<file path="src/rtl/uvs_pkg.sv">
// ----------------------------------------------------------------------------
// uvs_pkg: shared types, constants and helpers of the UV sphere tessellator
// Field widths, sine coefficients, register indexes and the stage payloads.
// ----------------------------------------------------------------------------
package uvs_pkg;

   localparam int COUNT_W     = 7;
   localparam int RADIUS_W    = 16;
   localparam int POS_W       = 17;
   localparam int NORM_W      = 16;
   localparam int TEX_W       = 16;
   localparam int INDEX_W     = 13;
   localparam int CELL_W      = 15;
   localparam int PHASE_W     = 16;
   localparam int QUOT_W      = 17;
   localparam int NUM_W       = COUNT_W + QUOT_W;
   localparam int COEF_W      = 31;
   localparam int CSR_INDEX_W = 2;
   localparam int CSR_DATA_W  = 16;
   localparam int DIV_LANES   = 3;
   localparam int TRIG_LANES  = 4;

   // divider lanes
   localparam int LANE_THETA = 0;
   localparam int LANE_TEX_S = 1;
   localparam int LANE_PHI   = 2;

   // sine lanes
   localparam int TRIG_SIN_THETA = 0;
   localparam int TRIG_COS_THETA = 1;
   localparam int TRIG_SIN_PHI   = 2;
   localparam int TRIG_COS_PHI   = 3;

   localparam logic MODE_VERTEX = 1'b0;
   localparam logic MODE_CELL   = 1'b1;

   localparam logic [PHASE_W-1:0] QUARTER_TURN = 16'd16384;
   localparam logic [15:0]        ONE_Q14      = 16'd16384;

   // odd Taylor coefficients of sin(pi/2 * z), Q30
   localparam logic [COEF_W-1:0] A1 = 31'd1686629713;
   localparam logic [COEF_W-1:0] A3 = 31'd693598668;
   localparam logic [COEF_W-1:0] A5 = 31'd85569306;
   localparam logic [COEF_W-1:0] A7 = 31'd5026995;
   localparam logic [COEF_W-1:0] A9 = 31'd172272;

   typedef enum logic [CSR_INDEX_W-1:0] {
      CSR_SLICE_COUNT   = 2'd0,
      CSR_STACK_COUNT   = 2'd1,
      CSR_SPHERE_RADIUS = 2'd2
   } csr_index_type;

   typedef struct packed {
      logic               mode;
      logic [COUNT_W-1:0] slice;
      logic [COUNT_W-1:0] stack;
   } item_type;

   typedef struct packed {
      item_type         item;
      logic [TEX_W-1:0] tex_s;
      logic [TEX_W-1:0] tex_t;
   } vtx_tag_type;

   typedef struct packed {
      logic signed [NORM_W-1:0] sin_theta;
      logic signed [NORM_W-1:0] cos_theta;
      logic signed [NORM_W-1:0] sin_phi;
      logic signed [NORM_W-1:0] cos_phi;
   } trig_type;

   // one Horner step: c - (r * z2) / 2^30, truncating
   function automatic logic [COEF_W-1:0] horner(input logic [COEF_W-1:0] c,
                                                input logic [COEF_W-1:0] r,
                                                input logic [COEF_W-1:0] z2);
      logic [2*COEF_W-1:0] prod;
      prod = r * z2;
      return c - prod[2*COEF_W-2:30];
   endfunction

   // v / 2^14 rounded, ties away from zero
   function automatic logic signed [19:0] round_q14(input logic signed [33:0] v);
      logic [33:0]        mag;
      logic [33:0]        rnd;
      logic signed [19:0] res;
      mag = v[33] ? 34'(-v) : 34'(v);
      rnd = (mag + 34'd8192) >> 14;
      res = signed'(rnd[19:0]);
      return v[33] ? -res : res;
   endfunction

endpackage

</file>
<file path="src/rtl/uvs_phase_div.sv">
// ----------------------------------------------------------------------------
// uvs_phase_div: pipelined restoring divider for grid phases
// Forms the theta phase, tex_s and the phi phase (= tex_t) one quotient bit
// per stage; the item payload travels alongside.
// ----------------------------------------------------------------------------
module uvs_phase_div (
   input  logic                          clock,
   input  logic                          reset,
   input  logic                          in_valid,
   input  uvs_pkg::item_type             in_item,
   input  logic [uvs_pkg::COUNT_W-1:0]   slice_count,
   input  logic [uvs_pkg::COUNT_W-1:0]   stack_count,
   output logic                          out_valid,
   output uvs_pkg::item_type             out_item,
   output logic [uvs_pkg::QUOT_W-1:0]    out_theta,
   output logic [uvs_pkg::TEX_W-1:0]     out_tex_s,
   output logic [uvs_pkg::TEX_W-1:0]     out_phi
);

   localparam int QW = uvs_pkg::QUOT_W;
   localparam int CW = uvs_pkg::COUNT_W;
   localparam int NL = uvs_pkg::DIV_LANES;

   logic [CW-1:0]         rem_ff  [0:QW][NL];
   logic [CW-1:0]         rem_in  [0:QW][NL];
   logic [QW-1:0]         low_ff  [0:QW][NL];
   logic [QW-1:0]         low_in  [0:QW][NL];
   logic [QW-1:0]         quo_ff  [0:QW][NL];
   logic [QW-1:0]         quo_in  [0:QW][NL];
   logic                  valid_ff [0:QW];
   logic                  valid_in [0:QW];
   uvs_pkg::item_type     item_ff [0:QW];
   uvs_pkg::item_type     item_in [0:QW];
   logic [uvs_pkg::NUM_W-1:0] num    [NL];
   logic [CW-1:0]             divisor [NL];

   // numerators with round-half bias: i * 2^16, i * 2^15 and j * 2^15
   always_comb begin
      num[uvs_pkg::LANE_THETA] = {1'b0, in_item.slice, 16'd0} + uvs_pkg::NUM_W'(slice_count >> 1);
      num[uvs_pkg::LANE_TEX_S] = {2'b00, in_item.slice, 15'd0} + uvs_pkg::NUM_W'(slice_count >> 1);
      num[uvs_pkg::LANE_PHI]   = {2'b00, in_item.stack, 15'd0} + uvs_pkg::NUM_W'(stack_count >> 1);
      divisor[uvs_pkg::LANE_THETA] = slice_count;
      divisor[uvs_pkg::LANE_TEX_S] = slice_count;
      divisor[uvs_pkg::LANE_PHI]   = stack_count;
   end

   // load stage zero, then one restoring step per stage
   always_comb begin
      logic [CW:0] trial;
      logic        ge;
      valid_in[0] = in_valid;
      item_in[0]  = in_item;
      for (int l = 0; l < NL; l++) begin
         rem_in[0][l] = num[l][uvs_pkg::NUM_W-1:QW];
         low_in[0][l] = num[l][QW-1:0];
         quo_in[0][l] = '0;
      end
      for (int k = 1; k <= QW; k++) begin
         valid_in[k] = valid_ff[k-1];
         item_in[k]  = item_ff[k-1];
         for (int l = 0; l < NL; l++) begin
            trial = {rem_ff[k-1][l], low_ff[k-1][l][QW-1]};
            ge    = (trial >= {1'b0, divisor[l]});
            rem_in[k][l] = ge ? CW'(trial - {1'b0, divisor[l]}) : CW'(trial);
            low_in[k][l] = {low_ff[k-1][l][QW-2:0], 1'b0};
            quo_in[k][l] = {quo_ff[k-1][l][QW-2:0], ge};
         end
      end
   end

   always_ff @(posedge clock) begin
      if (reset) begin
         for (int k = 0; k <= QW; k++) valid_ff[k] <= 1'b0;
      end else begin
         valid_ff <= valid_in;
      end
   end

   always_ff @(posedge clock) begin
      rem_ff  <= rem_in;
      low_ff  <= low_in;
      quo_ff  <= quo_in;
      item_ff <= item_in;
   end

   assign out_valid = valid_ff[QW];
   assign out_item  = item_ff[QW];
   assign out_theta = quo_ff[QW][uvs_pkg::LANE_THETA];
   assign out_tex_s = quo_ff[QW][uvs_pkg::LANE_TEX_S][uvs_pkg::TEX_W-1:0];
   assign out_phi   = quo_ff[QW][uvs_pkg::LANE_PHI][uvs_pkg::TEX_W-1:0];

endmodule

</file>
<file path="config.mk">
export PLATFORM = sky130hd
export DESIGN_NAME = uvs_phase_div
export DESIGN_NICKNAME = d
export VERILOG_FILES = /design/src/rtl/uvs_pkg.sv /design/src/rtl/uvs_phase_div.sv
export SDC_FILE = /design/constraint.sdc
export NUM_CORES = 2
export LEC_CHECK = 0
export BUFFER_PORTS_ARGS = -buffer_cell sky130_fd_sc_hd__buf_4
export CAP_MARGIN = 20
export CORE_ASPECT_RATIO = 0.7
export CORE_UTILIZATION = 40
export CTS_BUF_LIST = sky130_fd_sc_hd__clkbuf_2
export CTS_CLUSTER_SIZE = 25
export DETAILED_ROUTE_END_ITERATION = 12
export GPL_ROUTABILITY_DRIVEN = 1
export GPL_TIMING_DRIVEN = 0
export PLACE_DENSITY = 0.66
export SLEW_MARGIN = 20
export SYNTH_ARGS = -nofsm -noshare
export SYNTH_HDL_FRONTEND = slang
export SYNTH_SLANG_ARGS = --single-unit
</file>
<file path="constraint.sdc">
create_clock -name clock -period 7.3 [get_ports clock]
set_clock_uncertainty 0.2 [all_clocks]
set_input_delay 2.19 -clock clock [delete_from_list [all_inputs] [get_ports clock]]
set_output_delay 2.19 -clock clock [all_outputs]
set_load 0.005 [all_outputs]
</file>
### Word-level counts from Yosys, hierarchy flattened

Cells that the tools add are included.
W data, S select, Z words.

* input bits: 32
* flip-flop bits (word level): 1527
* word-level logic and storage cells: 373

* add/subtract/negate cells: 51
* $lt $le $gt $ge: 51
* muxes and demuxes: 48

Operators with widths (number)
* $ge A8 B7 Y1: 49
* $mux W7: 48
* $sub A7 B7 Y7: 48
* $add A22 B6 Y23: 2
* $add A23 B6 Y24: 1
* $ge A7 B7 Y1: 2

### Depth between registers and ports, before layout

* depth after elaboration: 2
* mapped depth: 10
* gate-level depth less buffers: 9

### Worst setup path before layout

OpenSTA, ideal clock, no wires.

* path type: input -> register
* from: in slice_count[0] (netlist name)
* to: reg rem_ff[136] (netlist name)
* stages: 9
* data required time: 6.979 ns
* setup slack: 1.425 ns
* path buffers: 2
* data arrival time: 5.555 ns
* path through: buf_4 > inv_1 > clkbuf_1 > fa_1 > o21ai_0 > a21o_1 > a21o_2 > inv_1 > mux2_2

RTL lines
* from (decl): RTL line uvs_phase_div.sv:11 `input logic [uvs_pkg::COUNT_W-1:0] slice_count,`
* to (signal assigned): RTL line uvs_phase_div.sv:80 `rem_ff <= rem_in;`
* to (decl): RTL line uvs_phase_div.sv:24 `logic [CW-1:0] rem_ff [0:QW][NL];`

### Worst setup path after layout

* from: reg quo_ff (netlist bit out_phi[10])
* to: out out_phi[10] (netlist name)

RTL lines
* from (decl): RTL line uvs_phase_div.sv:28 `logic [QW-1:0] quo_ff [0:QW][NL];`
* from (signal assigned): RTL line uvs_phase_div.sv:82 `quo_ff <= quo_in;`
* to (decl): RTL line uvs_phase_div.sv:17 `output logic [uvs_pkg::TEX_W-1:0] out_phi`

No word-level cell between the ends.

==> results.cfg <==
[global_routing]
grt_overflow = 0
grt_pass1_vias = 26116
antenna_found_initial = 2
grt_max_degree = 41
grt_pass1_wl_um = 128000
grtUsageTotal = 0.140

[floorplan]
die_h_um = 279
initial_core_util = 0.405
die_area_sq_um = 111000
ios = 97
rows = 101
dieWidth_um = 398
coreArea_sq_um = 109000

[timing]
setup_tns_ns = 0
whs_ns = 0.0354
period_minus_slack_ns = 4.45
max_slew.worst_pin.slew_ns = 1.15
setup_viol = 0
max_freq_mhz = 225
fin_ws_ns = 2.85
hold_violations = 0
report.final.slew_viol_count = 0
rsz0062_at_grt = no
fin_crit_sh = 0.610
slew_headroom = 0.231

[route]
drtPass1Iterations = 5
route.met2.wl_um = 31200
met3WireLength_um = 3570
ant_nets = 0
vias = 27049
routed_wl_um = 77400
drc_errors = 0
wl_per_cell_um = 13.5
wl_met1_um = 40700
drt_iter0_drc = 1278
via_per_inst = 4.72
top_layer = met4

[setup_path]
critical_path_required_ns = 4.91
cp-end-kind = output port
cp-startpoint = out_phi[10]$_DFF_P_
cp_max_fo = 1
r2r_end = rem_ff[58]$_DFF_P_
r2r-start = low_ff[186]$_DFF_P_
r2r_slack_ns = 4.54
cp-start-kind = flop
reg2regPathDepth = 8
critPathKind = reg -> out
cp-endpoint = out_phi[10]
cp_data_arrival_time_ns = 2.06

[synthesis]
yosysMostFrequentCell = dfxtp_1
synth_area_leader_cell = dfxtp_1
syn_nets = 4123
synth_flop_cell = dfxtp_1
synth_edf_count = 0
synthTopCellsByCount = 1223 x dfxtp_1, 349 x ha_1, 247 x nor2_1, 209 x o21ai_0, 162 x nand2_1
synthArstFlopShare = 0
synth-seq-area-share = 0.557
synth-warning-count = 0
syn_inst = 3694
netlist_area_sq_um = 44000
synth_seq_cells = 1223
ys_types = 63
synthTopCellsByArea = dfxtp_1 56%, ha_1 9.9%, o21ai_0 2.4%
syn_area_per_cell_sq_um = 11.9
synth_top_area_share = 0.557

[run]
cap_viol_max_count = 0

[final_layout]
area_growth_pct = 11.6
drive_above_1_share = 0.195
final_nets = 4526

[placement]
gp_congestion = 0.848
dpl_worst_slack_ns = 1.73
hpwl_um = 51100
port_buffers = 96

[hold_path]
hold_class = reg -> reg

[clocking]
cts_max_path_buffers = 4
clock_latency_ns = 1.47
cts_setup_buffers = 0
cts_tree = built
hold_buffers = 0
post_cts_resized = 0
cts_sinks = 1223
cts_htree_levels = 5
cts_inserted_buffers = 300
clk_pin_slew_ns = 0.11
root_buffer = clkbuf_2

[status]
outcome = complete, no violations

[power]
leakage_nw = 21.5
ir_drop_uv = 138
p_per_area_nw_per_um2 = 450
==> layout by cell type, fill, tap and decap left out, drive strengths merged, types with 13 or more instances in the layout <==
cell	netlist	final
xnor2	60	60
nor2	257	257
nand2	164	164
nor2b	73	73
a311o	13	13
mux2i	55	55
clkinv	0	59
o31ai	51	51
ha	349	349
nor3	103	103
buf	95	195
a31oi	17	17
inv	121	124
clkbuf	3	421
a2111oi	28	28
mux2	140	140
xor2	50	50
a211oi	55	55
o31a	39	39
o21a	118	118
o21ai	224	224
nor4bb	13	13
nor3b	21	21
a21oi	115	115
o2111ai	35	35
dfxtp	1223	1223
nand2b	34	34
fa	48	48
nand4b	24	24
a21o	74	74
nand4	18	18
o21bai	24	24
==> registers in the layout, indices dropped and copies added (netlist names) <==
register   cells
item_ff      254
low_ff       174
out_item      15
out_phi       16
out_tex_s     16
out_theta     17
out_valid      1
quo_ff       376
rem_ff       337
valid_ff      17
==> worst min-delay path by stage <==
stage | cells after the start | from | to | slack [ns]
floorplan | 0 | item_ff[115]$_DFF_P_ | item_ff[100]$_DFF_P_ | 0.11
global placement | 0 | quo_ff[164]$_DFF_P_ | quo_ff[114]$_DFF_P_ | 0.11
detailed placement | 0 | item_ff[117]$_DFF_P_ | item_ff[102]$_DFF_P_ | 0.11
CTS | 0 | quo_ff[345]$_DFF_P_ | quo_ff[295]$_DFF_P_ | 0.03
global route | 0 | quo_ff[531]$_DFF_P_ | quo_ff[481]$_DFF_P_ | 0.03
finish | 0 | quo_ff[215]$_DFF_P_ | quo_ff[165]$_DFF_P_ | 0.04
==> kinds of logic (layout without fill, tap and decap cells) <==
family                   after synthesis  in the layout  share of synthesized area
AO/OA/AOI/OAI                        816            816                      0.138
XOR/XNOR                             110            110                     0.0219
adder cells (fa/ha/maj)              397            397                      0.121
buffers and inverters                219            802                     0.0256
flip-flops                          1223           1223                      0.557
multiplexers                         195            195                     0.0531
other                                  0              8                          0
AND/OR/NAND/NOR                      734            734                     0.0839
==> stage by stage <==
| step | instances | power, mW | util | area, sq um |
|---|---|---|---|---|
| final | 5727 | 22.1 | 0.452 | 49100 |
| after global routing | 5727 | 23.9 | 0.452 | 49100 |
| after CTS | 5718 | 22.4 | 0.451 | 49000 |
| after detailed placement | 5236 | 18.1 | 0.429 | 46600 |
| after global placement | 5232 | 17.9 | 0.428 | 46500 |
| after floorplan | 3694 | 16.2 | - | 44000 |
==> area by class of cell <==
| class | instances | area (sq um) |
|---|---|---|
| timing repair buffer | 101 | 841 |
| inverter | 121 | 464 |
| clock buffer | 417 | 2090 |
| buffer | 98 | 674 |
| tap | 1442 | 1800 |
| sequential | 1223 | 24500 |
| multi-input combinational | 2252 | 18400 |
| clock inverter | 65 | 337 |
| antenna | 8 | 20.0 |
| fill | 10101 | 59600 |
==> critical path, cell delays in order, from the launching register on <==
cell and delay (ns):
dfxtp_1 0.32, buf_4 0.12, buf_4 0.12
==> per-layer routing <==
layer,vias to the layer above,global-route usage
met1,12316,0.200
met4,0,0.0606
met5,-,0
met3,144,0.0395
met2,527,0.195
li1,14062,-
==> where the power goes <==
part | internal [mW] | total (mW) | switching (mW)
registers | 8.82 | 9.66 | 0.840
logic | 4.11 | 8.35 | 4.23
clock network | 1.62 | 4.08 | 2.46
No activity file was read; power rests on OpenSTA's default activity.
